===== src/sv/sitl_pkg.sv =====
package sitl_pkg;

   localparam int ID_WIDTH          = 32;
   localparam int DEF_TABLE_DEPTH   = 256;
   localparam int DEF_OFFSET_WIDTH  = 16;
   localparam int DEF_LINES_WIDTH   = 8;

   localparam logic CMD_LOAD   = 1'b0;
   localparam logic CMD_LOOKUP = 1'b1;

endpackage


===== src/sv/sitl_ctrl.sv =====
module sitl_ctrl import sitl_pkg::*; #(
   parameter int TABLE_DEPTH  = DEF_TABLE_DEPTH,
   parameter int OFFSET_WIDTH = DEF_OFFSET_WIDTH,
   parameter int LINES_WIDTH  = DEF_LINES_WIDTH,
   parameter int IDX_WIDTH    = $clog2(DEF_TABLE_DEPTH),
   parameter int CNT_WIDTH    = $clog2(DEF_TABLE_DEPTH + 1),
   parameter int ENTRY_WIDTH  = ID_WIDTH + DEF_OFFSET_WIDTH + DEF_LINES_WIDTH
) (
   input  logic                    clock,
   input  logic                    reset,
   input  logic                    req_valid,
   output logic                    req_ready,
   input  logic                    req_command,
   input  logic [ID_WIDTH-1:0]     req_id,
   input  logic [OFFSET_WIDTH-1:0] req_offset,
   input  logic [LINES_WIDTH-1:0]  req_lines,
   input  logic                    req_last,
   output logic                    rsp_valid,
   input  logic                    rsp_ready,
   output logic                    rsp_found,
   output logic [OFFSET_WIDTH-1:0] rsp_offset,
   output logic [LINES_WIDTH-1:0]  rsp_lines,
   output logic [IDX_WIDTH-1:0]    rsp_position,
   output logic [CNT_WIDTH-1:0]    rsp_count,
   output logic                    rsp_full,
   output logic                    ram_wr_en,
   output logic [IDX_WIDTH-1:0]    ram_wr_addr,
   output logic [ENTRY_WIDTH-1:0]  ram_wr_data,
   output logic [IDX_WIDTH-1:0]    ram_rd_addr,
   input  logic [ENTRY_WIDTH-1:0]  ram_rd_data
);

   localparam logic [CNT_WIDTH-1:0] DEPTH_C = CNT_WIDTH'(TABLE_DEPTH);
   localparam logic [CNT_WIDTH-1:0] ONE_C   = CNT_WIDTH'(1);

   typedef enum logic [2:0] {
      ST_IDLE, ST_SORT_KEY, ST_KEY_WAIT, ST_SHIFT, ST_PLACE, ST_SRCH, ST_CMP, ST_REPLY
   } state_type;

   state_type                state_ff, state_in;
   logic [CNT_WIDTH-1:0]     count_ff, count_in;
   logic                     ready_ff, ready_in;
   logic [CNT_WIDTH-1:0]     i_ff, i_in, j_ff, j_in, lo_ff, lo_in, hi_ff, hi_in;
   logic [IDX_WIDTH-1:0]     mid_ff, mid_in;
   logic [ENTRY_WIDTH-1:0]   key_ff, key_in;
   logic                     res_found_ff, res_found_in, res_full_ff, res_full_in;
   logic [OFFSET_WIDTH-1:0]  res_off_ff, res_off_in;
   logic [LINES_WIDTH-1:0]   res_lines_ff, res_lines_in;
   logic [IDX_WIDTH-1:0]     res_pos_ff, res_pos_in;
   logic                     rsp_valid_ff, rsp_valid_in;
   logic                     rsp_found_ff, rsp_found_in, rsp_full_ff, rsp_full_in;
   logic [OFFSET_WIDTH-1:0]  rsp_off_ff, rsp_off_in;
   logic [LINES_WIDTH-1:0]   rsp_lines_ff, rsp_lines_in;
   logic [IDX_WIDTH-1:0]     rsp_pos_ff, rsp_pos_in;
   logic [CNT_WIDTH-1:0]     rsp_count_ff, rsp_count_in;

   logic                     advance;
   logic [CNT_WIDTH-1:0]     base, new_count, mid_full;
   logic signed [ID_WIDTH-1:0] key_id, mem_id;

   assign key_id = $signed(key_ff[ENTRY_WIDTH-1 -: ID_WIDTH]);
   assign mem_id = $signed(ram_rd_data[ENTRY_WIDTH-1 -: ID_WIDTH]);
   assign req_ready = (state_ff == ST_IDLE);

   always_comb begin
      state_in     = state_ff;
      count_in     = count_ff;
      ready_in     = ready_ff;
      i_in         = i_ff;
      j_in         = j_ff;
      lo_in        = lo_ff;
      hi_in        = hi_ff;
      mid_in       = mid_ff;
      key_in       = key_ff;
      res_found_in = res_found_ff;
      res_full_in  = res_full_ff;
      res_off_in   = res_off_ff;
      res_lines_in = res_lines_ff;
      res_pos_in   = res_pos_ff;
      rsp_valid_in = rsp_valid_ff & ~rsp_ready;
      rsp_found_in = rsp_found_ff;
      rsp_full_in  = rsp_full_ff;
      rsp_off_in   = rsp_off_ff;
      rsp_lines_in = rsp_lines_ff;
      rsp_pos_in   = rsp_pos_ff;
      rsp_count_in = rsp_count_ff;
      ram_wr_en    = 1'b0;
      ram_wr_addr  = '0;
      ram_wr_data  = key_ff;
      ram_rd_addr  = '0;
      advance      = 1'b0;
      base         = ready_ff ? '0 : count_ff;
      new_count    = base;
      mid_full     = lo_ff + ((hi_ff - lo_ff) >> 1);

      case (state_ff)
         ST_IDLE: begin
            if (req_valid) begin
               res_found_in = 1'b0;
               res_off_in   = '0;
               res_lines_in = '0;
               res_pos_in   = '0;
               res_full_in  = 1'b0;
               state_in     = ST_REPLY;
               if (req_command == CMD_LOAD) begin
                  ready_in = 1'b0;
                  if (base < DEPTH_C) begin
                     ram_wr_en   = 1'b1;
                     ram_wr_addr = base[IDX_WIDTH-1:0];
                     ram_wr_data = {req_id, req_offset, req_lines};
                     new_count   = base + ONE_C;
                  end else begin
                     res_full_in = 1'b1;
                  end
                  count_in = new_count;
                  if (req_last) begin
                     i_in = ONE_C;
                     if (new_count > ONE_C) begin
                        state_in = ST_SORT_KEY;
                     end else begin
                        ready_in = 1'b1;
                     end
                  end
               end else if (ready_ff && count_ff != '0) begin
                  key_in   = {req_id, {(OFFSET_WIDTH + LINES_WIDTH){1'b0}}};
                  lo_in    = '0;
                  hi_in    = count_ff;
                  state_in = ST_SRCH;
               end
            end
         end
         ST_SORT_KEY: begin
            ram_rd_addr = i_ff[IDX_WIDTH-1:0];
            state_in    = ST_KEY_WAIT;
         end
         ST_KEY_WAIT: begin
            key_in      = ram_rd_data;
            j_in        = i_ff;
            ram_rd_addr = IDX_WIDTH'(i_ff - ONE_C);
            state_in    = ST_SHIFT;
         end
         ST_SHIFT: begin
            ram_wr_en   = 1'b1;
            ram_wr_addr = j_ff[IDX_WIDTH-1:0];
            if (mem_id > key_id) begin
               // Move the larger entry up one place and keep walking down.
               ram_wr_data = ram_rd_data;
               j_in        = j_ff - ONE_C;
               ram_rd_addr = IDX_WIDTH'(j_ff - CNT_WIDTH'(2));
               if (j_ff == ONE_C) begin
                  state_in = ST_PLACE;
               end
            end else begin
               advance = 1'b1;
            end
         end
         ST_PLACE: begin
            ram_wr_en   = 1'b1;
            ram_wr_addr = '0;
            advance     = 1'b1;
         end
         ST_SRCH: begin
            if (lo_ff < hi_ff) begin
               ram_rd_addr = mid_full[IDX_WIDTH-1:0];
               mid_in      = mid_full[IDX_WIDTH-1:0];
               state_in    = ST_CMP;
            end else begin
               state_in = ST_REPLY;
            end
         end
         ST_CMP: begin
            state_in = ST_SRCH;
            if (key_id > mem_id) begin
               lo_in = CNT_WIDTH'(mid_ff) + ONE_C;
            end else if (key_id < mem_id) begin
               hi_in = CNT_WIDTH'(mid_ff);
            end else begin
               res_found_in = 1'b1;
               res_off_in   = ram_rd_data[LINES_WIDTH +: OFFSET_WIDTH];
               res_lines_in = ram_rd_data[LINES_WIDTH-1:0];
               res_pos_in   = mid_ff;
               state_in     = ST_REPLY;
            end
         end
         ST_REPLY: begin
            if (!rsp_valid_ff || rsp_ready) begin
               rsp_valid_in = 1'b1;
               rsp_found_in = res_found_ff;
               rsp_full_in  = res_full_ff;
               rsp_off_in   = res_off_ff;
               rsp_lines_in = res_lines_ff;
               rsp_pos_in   = res_pos_ff;
               rsp_count_in = count_ff;
               state_in     = ST_IDLE;
            end
         end
         default: begin
            state_in = ST_IDLE;
         end
      endcase

      if (advance) begin
         if (i_ff + ONE_C >= count_ff) begin
            ready_in = 1'b1;
            state_in = ST_REPLY;
         end else begin
            i_in     = i_ff + ONE_C;
            state_in = ST_SORT_KEY;
         end
      end
   end

   always_ff @(posedge clock) begin
      if (reset) begin
         state_ff     <= ST_IDLE;
         count_ff     <= '0;
         ready_ff     <= 1'b0;
         rsp_valid_ff <= 1'b0;
      end else begin
         state_ff     <= state_in;
         count_ff     <= count_in;
         ready_ff     <= ready_in;
         rsp_valid_ff <= rsp_valid_in;
      end
      i_ff         <= i_in;
      j_ff         <= j_in;
      lo_ff        <= lo_in;
      hi_ff        <= hi_in;
      mid_ff       <= mid_in;
      key_ff       <= key_in;
      res_found_ff <= res_found_in;
      res_full_ff  <= res_full_in;
      res_off_ff   <= res_off_in;
      res_lines_ff <= res_lines_in;
      res_pos_ff   <= res_pos_in;
      rsp_found_ff <= rsp_found_in;
      rsp_full_ff  <= rsp_full_in;
      rsp_off_ff   <= rsp_off_in;
      rsp_lines_ff <= rsp_lines_in;
      rsp_pos_ff   <= rsp_pos_in;
      rsp_count_ff <= rsp_count_in;
   end

   assign rsp_valid    = rsp_valid_ff;
   assign rsp_found    = rsp_found_ff;
   assign rsp_offset   = rsp_off_ff;
   assign rsp_lines    = rsp_lines_ff;
   assign rsp_position = rsp_pos_ff;
   assign rsp_count    = rsp_count_ff;
   assign rsp_full     = rsp_full_ff;

endmodule


===== config.mk =====
export PLATFORM = sky130hd
export DESIGN_NAME = sitl_ctrl
export DESIGN_NICKNAME = d
export VERILOG_FILES = /design/src/sv/sitl_pkg.sv /design/src/sv/sitl_ctrl.sv
export SDC_FILE = /design/constraint.sdc
export NUM_CORES = 1
export LEC_CHECK = 0
export BUFFER_PORTS_ARGS = -buffer_cell sky130_fd_sc_hd__buf_4
export CAP_MARGIN = 10
export CELL_PAD_IN_SITES_DETAIL_PLACEMENT = 1
export CELL_PAD_IN_SITES_GLOBAL_PLACEMENT = 1
export CORE_MARGIN = 1
export CORE_UTILIZATION = 30
export DETAILED_ROUTE_END_ITERATION = 10
export PLACE_DENSITY = 0.72
export SETUP_SLACK_MARGIN = 0.4
export SYNTH_ARGS = -nofsm -noshare
export SYNTH_HDL_FRONTEND = slang
export SYNTH_SLANG_ARGS = --single-unit

===== constraint.sdc =====
create_clock -name clock -period 7.9 [get_ports clock]
set_clock_uncertainty 0.15 [all_clocks]
set_input_delay 0.395 -clock clock [delete_from_list [all_inputs] [get_ports clock]]
set_output_delay 0.395 -clock clock [all_outputs]
set_load 0.02 [all_outputs]

==> metrics.txt <==
area occupied by multi-input gates 5900 um2; setup-violating endpoint count in the final report 0; fraction of registers with async set/reset 0; type of the worst setup path register to primary output; peak supply drop 0.176 mV; height of the die 202 um; max-capacitance violation count 0; end point of the worst hold path key_ff[34]; library cell with the largest summed area after synthesis sky130_fd_sc_hd__edfxtp_1; fraction of synthesized area in multiplexers 0.0597; remaining global-route overflow 0; final-layout setup total negative slack 0 ps; number of nets with antenna violations after detailed routing 0; count of vias placed by the detailed router 10.1k; DRC violations left 0; number of flops mapped to enable cells by yosys 168; Yosys warning total 0; post-synthesis cell area 12000 um2; Filler Cells Inserted 4473; critical path peak fanout 62; share of the cycle needed by the critical path after routing 0.622; Crit path required time 7360 ps; final hold violations 0; drt first-iter violations 482; type of destination of the critical path primary output; Total Routed Length 39300 um; Mapped Cells 1192; upper clock frequency limit 204 MHz; share of the synthesized netlist area taken by xor and xnor gates 0.0277; post-synthesis adder-cell area fraction 0.0721; ratio of total power to cell area 367 nW/um2; quantity of hold-fixing buffers added after cts 0; RD Place Congestion 0.840; post_cts resized 0; cell area after placement 14200 um2; WP data arrival 4370 ps; static power due to leakage 6.09 nW; Max Buffers Root-to-Sink 2; basic-gate share of the synthesized area counting and, or, nand and nor cells 0.151; Core Rows 72; CTS tree built; Clock transition at path regs 70 ps; leading post-synthesis cells by cell area sky130_fd_sc_hd__edfxtp_1, sky130_fd_sc_hd__ha_1, sky130_fd_sc_hd__mux2_2, sky130_fd_sc_hd__a221o_1, sky130_fd_sc_hd__nand2_1; main combinational cell family by area after synthesis compound AO/OA/AOI/OAI gates; average wire per cell in the routed design 20.7 um; number of buffers inserted to repair setup after CTS 0; startpoint of the tightest hold check path req_id[10]; run status complete, no violations; fin crit period 4910 ps; starting density of the core 0.307; commonest non-fill, non-tap cell in the layout sky130_fd_sc_hd__buf_4; number of H-tree levels 4; slew at the pin closest to its max-slew limit 1080 ps; Slew Limit Fails 0; clock latency at the later pin of the worst-skew pair 450 ps; slack of the worst reg-to-reg path 3740 ps; capture instance of the worst register-to-register path hi_ff[2]; die footprint 40900 um2; count of boundary I/O pins 236; number of diodes added for antenna fixing 0; worst-case reg-to-reg path depth 9; maximum number of pins on one net before global-route repair 64; root buf cell sky130_fd_sc_hd__clkbuf_16; type of the worst min-delay path primary input to register; portion of the post-synthesis area used by sequential elements 0.458; Num Clock Sinks 191; unrepaired setup endpoints after global routing no; Final nets 1556; number of search-and-repair iterations in the first detailed-routing pass 5; per-cell via count in the routed design 5.29; number of global-route vias before repair 10.6k; Floorplan Core Area 39100 um2; area fraction of the dominant cell type after synthesis 0.420; primary flip-flop cell chosen by synthesis mapping sky130_fd_sc_hd__edfxtp_1; register area 5510 um2; horizontal extent of the die 202 um; P&R area growth vs syn 22.5%; Final Cell Area 14700 um2; CP startpoint kind register; synth unique cells 68; share of cells above drive strength 1 0.256; worst max-slew margin expressed relative to the limit 0.277; Yosys reg bits 191; synthesized-area fraction occupied by ao, oa, aoi and oai cells 0.176; number of input and output port buffers inserted 235; GRT Resource Usage Total 0.193; commonest cells after routing, fill and taps aside sky130_fd_sc_hd__buf_4, sky130_fd_sc_hd__edfxtp_1, sky130_fd_sc_hd__nand2_1; reg-to-reg startpoint key_ff[55]; global-route wire length before repair 60800 um; number of buffers created by CTS 17; antenna violations before repair 0; average size of a mapped cell 10.1 um2; total nets after synthesis 1378; hpwl dp 28900 um; Hold Path Cell Cnt 3
==> stage by stage <==
stage / worst slack [ps] / cells / power, mW / utilization / hold WS (ps)
floorplan: 2270 / 1192 / 3.54 / - / 250
CTS: 2950 / 1901 / 5.45 / 0.376 / 64.2
global route: 2710 / 1901 / 5.73 / 0.376 / 87.5
global placement: 3510 / 1869 / 4.51 / 0.362 / 252
detailed placement: 3380 / 1869 / 4.60 / 0.362 / 256
finish: 2990 / 1901 / 5.40 / 0.376 / 85.2
==> critical path: stages (launching register included) <==
cell                       delay (ps)
sky130_fd_sc_hd__edfxtp_1         430
sky130_fd_sc_hd__ha_1             440
sky130_fd_sc_hd__nand4_1          190
sky130_fd_sc_hd__nand2b_4         190
sky130_fd_sc_hd__a211o_1          280
sky130_fd_sc_hd__o211ai_1         300
sky130_fd_sc_hd__or3_2            230
sky130_fd_sc_hd__buf_4            560
sky130_fd_sc_hd__and3_4           840
sky130_fd_sc_hd__a221o_1          280
sky130_fd_sc_hd__buf_4            140
==> kinds of logic (layout without fill, tap and decap cells) <==
group	after synthesis	in the layout
mux	64	64
compound gates	302	302
xor+xnor	38	38
buf+inv	159	350
fa+ha+maj	68	68
flops	191	191
simple gates	370	370
==> final cells by class <==
class	instances	area share
multi-input cells	842	0.401
flip-flops and latches	191	0.374
clock buffers	18	0.0292
repair buffers	245	0.125
well taps	518	0.0440
clock inverters	14	0.00808
inverters	73	0.0186
==> power by group <==
part           internal, mW  switching [mW]  total, mW
sequential             1.44           0.206       1.65
clock                 0.415           0.427      0.842
combinational          1.14            1.77       2.91
==> metal layers <==
metal	wire [um]	share of wire	up-vias	track usage
li1	-	-	4766	-
met2	20100	0.51	255	0.344
met5	0	0	-	0
met1	16600	0.42	4981	0.234
met4	895	0.023	0	0.0677
met3	1670	0.043	51	0.0297
==> state kept, by name, summed over array words and instances (netlist names), 9 cells and up <==
name and cells:
count_ff 9, hi_ff 9, i_ff 9, j_ff 9, key_ff 56, lo_ff 9, res_off_ff 16, rsp_count 9
rsp_offset 16
==> synth_stat cells (all sizes together), types with 5 or more instances <==
cell      n
nand4    10
nand2   160
mux2     61
nand2b    7
dfxtp    23
xor2     20
inv      72
or3      11
and2     65
a21o     19
nor3     15
o21ai    72
a31oi    59
xnor2    18
clkbuf   72
a221o    62
a22o      8
nand3b    5
a21oi    44
nor2     40
ha       66
edfxtp  168
buf      14
nor2b     6
nand3    28
==> how the worst max path moves through the flow <==
| stage | startpoint | endpoint | slack [ps] | cells past startpoint |
|---|---|---|---|---|
| floorplan | count_ff[5] | key_ff[0] | 2270 | 5 |
| global placement | ram_rd_data[55] | ram_wr_data[24] | 3510 | 12 |
| detailed placement | ram_rd_data[55] | ram_wr_data[24] | 3380 | 12 |
| CTS | key_ff[55] | ram_wr_data[24] | 2950 | 10 |
| global route | key_ff[55] | ram_wr_data[7] | 2710 | 10 |
| finish | key_ff[55] | ram_wr_data[4] | 2990 | 10 |
Note: power is estimated with default switching activity, not from simulation.
